[src/rtl/core/sro_pkg.sv]
// ----------------------------------------------------------------------------
// Strided range overlap package
// Sequencer states for the overlap core and the width shared with its divider.
// ----------------------------------------------------------------------------
package sro_pkg;

    localparam int unsigned XW = 72;

    typedef enum logic [4:0] {
        ST_IDLE,
        ST_SETUP,
        ST_EUC_DIV,
        ST_EUC_WAIT,
        ST_EUC_MUL,
        ST_EUC_UPD,
        ST_DELTA_DIV,
        ST_DELTA_WAIT,
        ST_MB_DIV,
        ST_MB_WAIT,
        ST_SM_DIV,
        ST_SM_WAIT,
        ST_XS_DIV,
        ST_XS_WAIT,
        ST_I0_MUL,
        ST_I0_DIV,
        ST_I0_WAIT,
        ST_J0_MUL,
        ST_J0_DIV,
        ST_J0_WAIT,
        ST_T_DIV,
        ST_T_WAIT,
        ST_HI_DIV,
        ST_HI_WAIT,
        ST_V1_DIV,
        ST_V1_WAIT,
        ST_V2_DIV,
        ST_V2_WAIT,
        ST_DONE
    } state_t;

endpackage

[src/rtl/core/sro_div.sv]
// ----------------------------------------------------------------------------
// Strided range overlap divider
// Signed restoring divider, one quotient bit per cycle, truncating quotient.
// ----------------------------------------------------------------------------
module sro_div
    import sro_pkg::*;
(
    input  logic                 aclk,
    input  logic                 aresetn,
    input  logic                 start,
    input  logic signed [XW-1:0] dividend,
    input  logic signed [XW-1:0] divisor,
    output logic                 busy,
    output logic signed [XW-1:0] quotient,
    output logic signed [XW-1:0] remainder
);

    localparam int unsigned CW = $clog2(XW + 1);

    logic [XW-1:0] num_reg, num_next;
    logic [XW-1:0] den_reg, den_next;
    logic [XW-1:0] rem_reg, rem_next;
    logic [CW-1:0] cnt_reg, cnt_next;
    logic          qneg_reg, qneg_next;
    logic          rneg_reg, rneg_next;
    logic          busy_reg, busy_next;
    logic [XW:0]   trial;
    logic [XW-1:0] shifted;

    always_comb begin
        num_next  = num_reg;
        den_next  = den_reg;
        rem_next  = rem_reg;
        cnt_next  = cnt_reg;
        qneg_next = qneg_reg;
        rneg_next = rneg_reg;
        busy_next = busy_reg;
        shifted   = {rem_reg[XW-2:0], num_reg[XW-1]};
        trial     = {1'b0, shifted} - {1'b0, den_reg};
        if (start) begin
            num_next  = dividend[XW-1] ? XW'(-dividend) : dividend;
            den_next  = divisor[XW-1] ? XW'(-divisor) : divisor;
            rem_next  = '0;
            cnt_next  = CW'(XW);
            qneg_next = dividend[XW-1] ^ divisor[XW-1];
            rneg_next = dividend[XW-1];
            busy_next = 1'b1;
        end else if (busy_reg) begin
            if (!trial[XW]) begin
                rem_next = trial[XW-1:0];
                num_next = {num_reg[XW-2:0], 1'b1};
            end else begin
                rem_next = shifted;
                num_next = {num_reg[XW-2:0], 1'b0};
            end
            cnt_next = cnt_reg - CW'(1);
            if (cnt_reg == CW'(1)) begin
                busy_next = 1'b0;
            end
        end
    end

    always_ff @(posedge aclk) begin
        if (!aresetn) begin
            busy_reg <= 1'b0;
            cnt_reg  <= '0;
        end else begin
            busy_reg <= busy_next;
            cnt_reg  <= cnt_next;
        end
        num_reg  <= num_next;
        den_reg  <= den_next;
        rem_reg  <= rem_next;
        qneg_reg <= qneg_next;
        rneg_reg <= rneg_next;
    end

    assign busy      = busy_reg;
    assign quotient  = qneg_reg ? -$signed(num_reg) : $signed(num_reg);
    assign remainder = rneg_reg ? -$signed(rem_reg) : $signed(rem_reg);

endmodule

[config.mk]
export PLATFORM = sky130hd
export DESIGN_NAME = sro_div
export DESIGN_NICKNAME = d
export VERILOG_FILES = /design/src/rtl/core/sro_pkg.sv /design/src/rtl/core/sro_div.sv
export SDC_FILE = /design/constraint.sdc
export NUM_CORES = 1
export LEC_CHECK = 0
export ABC_AREA = 0
export BUFFER_PORTS_ARGS = -buffer_cell sky130_fd_sc_hd__buf_2
export CAP_MARGIN = 30
export CORE_MARGIN = 2
export CORE_UTILIZATION = 30
export CTS_BUF_LIST = sky130_fd_sc_hd__clkbuf_8
export CTS_CLUSTER_DIAMETER = 50
export DETAILED_ROUTE_END_ITERATION = 8
export PLACE_DENSITY = 0.48
export SYNTH_ARGS = -nofsm -noshare
export SYNTH_HDL_FRONTEND = slang
export SYNTH_SLANG_ARGS = --single-unit
[constraint.sdc]
create_clock -name aclk -period 6.1 [get_ports aclk]
set_clock_uncertainty 0.1 [all_clocks]
set_input_delay 0.915 -clock aclk [delete_from_list [all_inputs] [get_ports aclk]]
set_output_delay 0.915 -clock aclk [all_outputs]
set_load 0.03 [all_outputs]
==> results of run 1 <==
-- logic make-up after synthesis --
kind of cell	Yosys count	synth area share [%]
simple gates	704	18.0
compound gates	684	22.7
xor+xnor	350	16.3
flops	226	31.9
buf+inv	225	4.54
fa+ha+maj	79	5.30
mux	22	1.21
-- where the power goes --
part	total, mW	leakage, nW	internal [mW]	switching, mW
Sequential	1.97	2.09	1.80	0.164
Clock	1.61	0.513	0.865	0.741
Combinational	1.94	5.81	0.662	1.28
Total	5.51	8.41	3.33	2.18
-- cells in the final DEF (no fill, tap or decap), types with 10 or more instances in the layout --
master / n
o41ai_1: 45
nor2_1: 233
nand4_1: 21
dfxtp_1: 79
xor2_1: 108
buf_4: 20
a21o_1: 17
or4_1: 42
o21ai_0: 168
mux2i_1: 16
edfxtp_1: 146
clkinv_2: 11
nor4_1: 18
nand3_1: 32
o21bai_1: 17
a211oi_1: 54
or2_2: 10
xnor2_1: 242
a21oi_1: 222
nand2b_1: 28
nor2b_1: 12
nor3_1: 24
inv_1: 114
ha_1: 78
or3_1: 42
o31ai_1: 88
clkbuf_8: 55
nand2_1: 199
a31oi_1: 10
buf_2: 290
-- cell type report --
cell class | count | area share [%]
Multi-Input combinational cell | 1839 | 54.4
Clock inverter | 30 | 0.774
Tap cell | 837 | 4.76
Clock buffer | 55 | 3.44
Timing Repair Buffer | 312 | 7.44
Inverter | 107 | 1.83
Antenna cell | 6 | 0.0683
Sequential cell | 226 | 27.2
-- per-layer routing --
metal	vias up	wire (µm)	part of all wire, %	GRT usage, %
met5	-	26	0.041	0
met4	4	1990	3.1	7.04
met3	98	3520	5.5	3.08
met2	464	28900	45	30.9
met1	8408	29600	46	26.0
li1	8804	-	-	-
-- synthesized netlist by cell type (10+ instances only) --
library cell,n
nand2_1,199
or3_1,43
o31ai_1,88
xor2_1,108
o21bai_1,17
xnor2_1,242
nor4_1,19
o41ai_1,46
nand4_1,21
a21oi_1,222
edfxtp_1,146
nor2b_1,12
or2_2,10
nand2b_1,28
a31oi_1,10
inv_1,107
nor2_1,234
nand3_1,32
nor3_1,25
ha_1,78
a21o_1,17
mux2i_1,16
a211oi_1,54
or4_1,43
dfxtp_1,80
o21ai_0,168
clkbuf_1,108
-- per-stage QoR --
stage	total power, mW	utilization [%]	worst slack [ps]	cells
after floorplan	3.30	-	1230	2290
after global placement	3.93	34.0	754	3320
after detailed placement	3.93	34.0	757	3320
after CTS	5.58	35.5	53.5	3405
after global routing	5.84	35.6	-38.8	3411
final	5.51	35.6	242	3412
-- critical path: cells and delay by family, from the launching register on --
kind | cells | cell delay (ps)
and+or+nand+nor | 8 | 3120
DFF | 1 | 430
AOI/OAI and AO/OA | 1 | 280
buffers and inverters | 1 | 220
xor gates and xnor gates | 1 | 170
-- path summary, 6_finish.rpt --
path / start / endpoint / slack, ps / depth (start not counted)
worst min-delay path: cnt_reg[1] / cnt_reg[1] / 400 / 2
worst max-delay path: num_reg[13] / quotient[64] / 240 / 11
worst max register to register: num_reg[71] / rem_reg[9] / 1360 / 16
worst min register to register: cnt_reg[1] / cnt_reg[1] / 400 / 2
-- timing repair --
item / in CTS / in global routing
endpoints found under the setup margin: 0 / 13
gates resized for setup: 0 / 5
buffers inserted: 0 / 1
==> impl_metrics.csv, run 1 <==
group,metric,value,unit
place,place_area,21000,µm²
drt,routedWlPerCell,18.8,µm
timing,relSlewSlack,32.5,%
drt,antenna_left,0,
synthesis,synth_fp_nets,2516,
floorplanning,coreArea,61800,µm²
drt,routed_wl,64000,µm
flow_run,maxCapViolCount,0,
clocking,holdBufCountCts,0,
setup_path,path_class,"flip-flop to primary output",
floorplanning,io_pins,292,
synthesis,ys_seq_elements,226,
synthesis,synth_area,18800,µm²
timing,final.setup.tns,0,ps
timing,period_share,96.0,%
finish,synthToLayoutAreaGrowth,17.1,%
finish,fillers,6527,
timing,setup_viol,0,
clocking,root_buffer,"clkbuf_8",
setup_path,cp_data_arrival_time,4840,ps
floorplanning,rows,91,
place,place_hpwl,49900,µm
finish,design_area,22000,µm²
drt,firstDrtPassIters,5,
synthesis,yosys.area.top_type_share,23.3,%
timing,rsz0062_at_grt,"yes",
clocking,clock_latency,620,ps
floorplanning,fp.dieH,254,µm
synthesis,synth-seq-area-share,31.9,%
clocking,cts_tree,"built",
global_route,antenna_found_initial,9,
finish,ff_latch_area,5990,µm²
finish,drive_gt1_share,16.5,%
synthesis,avgSynthCellArea,8.20,µm²
setup_path,endpoint_kind,"primary output",
drt,drc,0,
global_route,grt_pass1_vias,17274,
timing,worst_hold_slack,398,ps
synthesis,synth-main-ff-cell,"edfxtp_1",
global_route,grt_max_degree,98,
power,power_density,251,nW/µm²
floorplanning,die_width,254,µm
place,gp_congestion,0.913,
clocking,ctsHtreeMaxLevel,2,
synthesis,syn_inst,2290,
setup_path,cp_cell_sequence,"or4_1, nor3_1, nand2_1, or4_1, nand3b_1, or3_4, or3_1, or4_1, o41ai_2, xnor2_1, buf_2",
setup_path,start_kind,"flip-flop",
setup_path,crit_top_cell,"or4_1",
synthesis,synthDominantAreaCellType,"edfxtp_1",
drt,routed_via_density,5.21,
timing,min_period,5860,ps
floorplanning,initial_core_util,30.4,%
global_route,grt_first_pass_wirelength,97800,µm
finish,multi_input_comb_area,12000,µm²
synthesis,synth_edf_count,146,
synthesis,synth.distinct_cells,67,
timing,hold_viol,0,
timing,maxSlewViolCount,0,
clocking,cts_buffer_depth,3,
place,port_buffers,291,
setup_path,slowest_stage,"or4_1",
setup_path,worstPathMaxFanout,7,
status,outcome,"completed",
global_route,grt-ovfl-total,0,
drt,num_vias,17778,
power,total_leakage_power,8.41,nW
global_route,grt_usage,19.2,%
floorplanning,dieArea,64600,µm²
clocking,clkTransAtPathRegs,60,ps
clocking,cts_inserted_buffers,46,
finish,nets,2758,
timing,worstMarginPinSlew,1010,ps
drt,drtIter0Drc,1132,
synthesis,async_flop_share,0,%
power,peakVddDrop,0.119,mV
timing,fmax,171,MHz
clocking,cts_num_sinks,226,
min_path,min_path_type,"flip-flop to flip-flop",
setup_path,required,5080,ps
synthesis,synth_area_leaders,"edfxtp_1, xnor2_1, dfxtp_1",
setup_path,cp_slowest_stage_delay,590,ps
synthesis,yosys_warnings,0,
Note: power is estimated with default switching activity, not from simulation.
==> run 2, diff against run 1 <==
==> constraint.sdc (replaced) <==
create_clock -name aclk -period 6.1 [get_ports aclk]
set_clock_uncertainty 0.1 [all_clocks]
set_input_delay 0.61 -clock aclk [delete_from_list [all_inputs] [get_ports aclk]]
set_output_delay 0.61 -clock aclk [all_outputs]
set_load 0.03 [all_outputs]
==> impl_metrics.csv, run 2 (synthesis results as in run 1) <==
group,metric,value,unit
global_route,grt-ovfl-total,0,
power,seq_power_share,35.8,%
timing,setup_viol,0,
setup_path,start_kind,"flip-flop",
global_route,grt_max_degree,129,
clocking,cts_tree,"built",
place,place_hpwl,50000,µm
floorplanning,dieArea,64600,µm²
power,power_density,250,nW/µm²
drt,routedWlPerCell,18.7,µm
drt,routed_via_density,5.24,
timing,rsz0062_at_grt,"no",
drt,firstDrtPassIters,5,
power,peakVddDrop,0.117,mV
timing,period_share,93.7,%
floorplanning,rows,91,
clocking,cts_buffer_depth,3,
timing,worst_hold_slack,169,ps
power,total_leakage_power,8.40,nW
finish,final_cell_mix,"buf_2, xnor2_1, nor2_1, a21oi_1, nand2_1",
drt,routed_wl,63600,µm
place,port_buffers,291,
setup_path,cp_data_arrival_time,5010,ps
setup_path,cp_slowest_stage_delay,570,ps
place,place_inst,3319,
power,clkPwrFrac,28.9,%
timing,worstMarginPinSlew,985,ps
setup_path,path_class,"flip-flop to primary output",
finish,synthToLayoutAreaGrowth,16.9,%
clocking,cts_resized,0,
floorplanning,fp.dieH,254,µm
place,place_area,21000,µm²
drt,drc,0,
flow_run,maxCapViolCount,0,
drt,drtIter0Drc,1164,
timing,min_period,5720,ps
clocking,cts_num_sinks,226,
finish,fillers,6551,
global_route,grt_first_pass_wirelength,97000,µm
finish,drive_gt1_share,16.0,%
clocking,root_buffer,"clkbuf_8",
setup_path,slowest_stage,"or4_1",
clocking,holdBufCountCts,0,
floorplanning,io_pins,292,
clocking,cts_inserted_buffers,44,
global_route,antenna_found_initial,9,
finish,nets,2755,
setup_path,cp_cell_sequence,"or3_1, or2_2, or4_1, or4_1, inv_1, nand3_1, or3_1, nor4_1, nand3_1, o31ai_1, xnor2_1, buf_2",
clocking,clock_latency,600,ps
timing,hold_viol,0,
timing,fmax,175,MHz
place,gp_congestion,0.901,
finish,final_cells,3402,
setup_path,endpoint_kind,"primary output",
power,p_int,3.34,mW
power,p_sw_share,39.3,%
setup_path,worstPathMaxFanout,6,
drt,num_vias,17841,
global_route,grt_usage,19.1,%
global_route,grt_pass1_vias,17058,
drt,antenna_left,0,
timing,final.setup.tns,0,ps
timing,relSlewSlack,34.3,%
setup_path,required,5390,ps
floorplanning,initial_core_util,30.4,%
clocking,ctsHtreeMaxLevel,2,
finish,design_area,21900,µm²
clocking,clkTransAtPathRegs,60,ps
power,switching_power,2.16,mW
timing,maxSlewViolCount,0,
status,outcome,"completed",
floorplanning,die_width,254,µm
power,p_total,5.50,mW
clocking,post-cts-setup-buffers,0,
power,combPwrFrac,35.2,%
finish,mostFrequentLayoutCell,"buf_2",
floorplanning,coreArea,61800,µm²
min_path,min_path_type,"input pin to flip-flop",
-- run 2: cell type report --
| type | count | area [µm²] | area share (%) |
|---|---|---|---|
| Inverter | 107 | 402 | 1.83 |
| Tap cell | 837 | 1050 | 4.77 |
| Clock inverter | 27 | 179 | 0.815 |
| Sequential cell | 226 | 5990 | 27.3 |
| Clock buffer | 53 | 729 | 3.32 |
| Multi-Input combinational cell | 1839 | 11900 | 54.4 |
| Antenna cell | 2 | 5.00 | 0.0228 |
| Timing Repair Buffer | 311 | 1650 | 7.51 |
-- run 2: worst paths after layout --
path / depth (start not counted) / to / slack (ps) / start
worst max-delay path: 12 / quotient[67] / 380 / num_reg[4]
worst min-delay path: 2 / cnt_reg[6] / 170 / aresetn
worst max register to register: 16 / rem_reg[36] / 1460 / num_reg[71]
worst min register to register: 2 / cnt_reg[1] / 400 / cnt_reg[1]
-- run 2: critical path, delay by kind of cell, from the launching register on --
kind	cells	cell delay, ps
AOI/OAI and AO/OA	1	310
xor gates and xnor gates	1	150
buffers and inverters	2	340
DFF	1	430
and+or+nand+nor	8	3170
-- run 2: power by group through the flow --
stage / clock, mW / sequential [mW] / combinational (mW)
floorplan: 0 / 1.93 / 1.37
global placement: 0 / 1.99 / 1.93
detailed placement: 0 / 2.00 / 1.93
CTS: 1.66 / 1.97 / 1.94
global route: 1.71 / 1.99 / 2.11
finish: 1.59 / 1.97 / 1.94
-- run 2: through the flow --
| step | util, % | worst slack, ps |
|---|---|---|
| finish | 35.5 | 382 |
| global placement | 34.0 | 1080 |
| detailed placement | 34.0 | 992 |
| floorplan | - | 1530 |
| CTS | 35.4 | 305 |
| global route | 35.5 | 53.9 |
-- run 2: per-layer routing --
layer | part of all wire (%) | GRT usage [%] | wire length, µm
met1 | 46 | 26.0 | 29500
met2 | 45 | 31.1 | 28900
met3 | 5.5 | 2.89 | 3470
met4 | 2.8 | 6.12 | 1770
met5 | 0.039 | 0 | 25
==> run 3, diff against run 2 <==
--- a/config.mk
+++ b/config.mk
@@ -13,6 +13,8 @@
 export CTS_BUF_LIST = sky130_fd_sc_hd__clkbuf_8
 export CTS_CLUSTER_DIAMETER = 50
 export DETAILED_ROUTE_END_ITERATION = 8
+export GPL_TIMING_DRIVEN = 0
+export MAX_ROUTING_LAYER = met4
 export PLACE_DENSITY = 0.48
 export SYNTH_ARGS = -nofsm -noshare
 export SYNTH_HDL_FRONTEND = slang
==> impl_metrics.csv, run 3 (synthesis results as in run 1) <==
group,metric,value,unit
drt,routedWlPerCell,20.7,µm
clocking,clkTransAtPathRegs,50,ps
timing,hold_viol,0,
timing,worstMarginPinSlew,1080,ps
setup_path,r2r.worst_path.cells,17,
floorplanning,initial_core_util,30.4,%
finish,drive_gt1_share,15.0,%
clocking,cts_tree,"built",
drt,highest_layer,"met4",
timing,period_share,95.7,%
setup_path,cp_slowest_stage_delay,600,ps
setup_path,cp_cell_sequence,"or4_1, nor3_1, nand2_1, or4_1, clkbuf_1, nand3b_1, or3_1, or3_1, or4_1, o41ai_2, xnor2_1, buf_2",
place,place_hpwl,58800,µm
clocking,cts_inserted_buffers,44,
finish,final_cell_mix,"buf_2, xnor2_1, nor2_1, a21oi_1, nand2_1",
global_route,grt_first_pass_wirelength,108000,µm
place,dp_slack,471,ps
floorplanning,io_pins,292,
setup_path,crit_top_cell,"or4_1",
timing,min_period,5840,ps
setup_path,crit_end,"quotient[64]",
drt,firstDrtPassIters,7,
floorplanning,dieArea,64600,µm²
setup_path,cp_data_arrival_time,5130,ps
clocking,ctsHtreeMaxLevel,2,
setup_path,endpoint_kind,"primary output",
drt,wl_met1,32700,µm
floorplanning,fp.dieH,254,µm
setup_path,path_class,"flip-flop to primary output",
drt,num_vias,18521,
floorplanning,coreArea,61800,µm²
power,total_leakage_power,8.51,nW
setup_path,r2r_slack,530,ps
status,outcome,"completed",
timing,maxSlewViolCount,0,
clocking,cts_buffer_depth,3,
drt,antenna_left,0,
floorplanning,die_width,254,µm
clocking,post-cts-setup-buffers,0,
setup_path,critPathLaunch,"num_reg[14]",
setup_path,start_kind,"flip-flop",
drt,drc,0,
setup_path,required,5390,ps
power,peakVddDrop,0.107,mV
power,p_total,5.66,mW
drt,drtIter0Drc,1190,
finish,mostFrequentLayoutCell,"buf_2",
flow_run,maxCapViolCount,0,
setup_path,worstPathMaxFanout,7,
drt,route.met3.wl,3910,µm
timing,fmax,171,MHz
place,gp_congestion,0.939,
floorplanning,rows,91,
finish,nets,2858,
clocking,root_buffer,"clkbuf_8",
finish,fin_util,36.2,%
timing,setup_slack,261,ps
min_path,hold_depth,2,
global_route,grt_pass1_vias,17999,
power,power_density,253,nW/µm²
clocking,cts_num_sinks,226,
setup_path,rr_startpoint,"num_reg[71]",
timing,setup_viol,0,
clocking,holdBufCountCts,0,
global_route,grt-ovfl-total,0,
setup_path,r2r-end,"rem_reg[64]",
global_route,grt_usage,22.6,%
global_route,grt_max_degree,55,
drt,met2_length,33000,µm
timing,relSlewSlack,27.4,%
drt,routed_via_density,5.28,
finish,synthToLayoutAreaGrowth,19.1,%
setup_path,slowest_stage,"or4_1",
place,port_buffers,291,
drt,routed_wl,72500,µm
global_route,antenna_found_initial,9,
clocking,clock_latency,640,ps
min_path,min_path_type,"input pin to flip-flop",
-- run 3: changes by cell type in the layout (fill, tap and decap cells not counted), sizes merged --
cell           change
buf                -6
diode              +4
clkdlybuf4s18      +1
clkbuf           +101
inv                +5
clkinv             +1
bufinv             +3
-- run 3: timing repair --
item,CTS,global route
gates resized for setup,1,5
hold endpoints to repair,0,0
endpoints found under the setup margin,2,9
-- run 3: per-stage QoR --
stage	TNS, ps	hold WS (ps)	cells	instance area (µm²)
2_1_floorplan	0	369	2290	18800
3_3_place_gp	-3210	388	3418	21300
3_5_place_dp	0	391	3423	21400
4_1_cts	0	66.9	3505	22300
5_1_grt	-4.92	106	3511	22400
6_report	0	128	3511	22400
-- run 3: worst max-delay path: cells and delay by family, from the launching register on --
| family | cells | cell delay, ps |
|---|---|---|
| DFF | 1 | 420 |
| buffers and inverters | 2 | 490 |
| xor gates and xnor gates | 1 | 250 |
| and+or+nand+nor | 8 | 3060 |
| AOI/OAI and AO/OA | 1 | 260 |
-- run 3: area by class of cell --
| cell class | count | area [µm²] |
|---|---|---|
| diodes | 6 | 15.0 |
| well taps | 837 | 1050 |
| clock buffers | 46 | 633 |
| clock inverters | 36 | 312 |
| multi-input cells | 1839 | 12000 |
| inverters | 107 | 404 |
| flip-flops and latches | 226 | 5990 |
| fillers | 6584 | 39500 |
| repair buffers | 296 | 1540 |
| plain buffers | 118 | 452 |
-- run 3: worst min-delay path by stage --
stage               start         end
5_1_grt           aresetn  cnt_reg[6]
3_3_place_gp   cnt_reg[1]  cnt_reg[1]
3_5_place_dp   cnt_reg[1]  cnt_reg[1]
6_report          aresetn  cnt_reg[3]
4_1_cts           aresetn  cnt_reg[3]
2_1_floorplan  cnt_reg[1]  cnt_reg[1]
-- run 3: metal layers --
layer	global-route usage (%)	vias up
met5	-	-
met2	35.1	580
met1	29.6	8770
li1	-	9022
met4	9.33	0
met3	3.13	149
-- run 3: report_power, final --
part / switching [mW] / internal (mW) / leakage, nW / total (mW)
clock network: 0.748 / 0.927 / 0.526 / 1.67
registers: 0.158 / 1.80 / 2.09 / 1.96
logic: 1.36 / 0.668 / 5.89 / 2.03
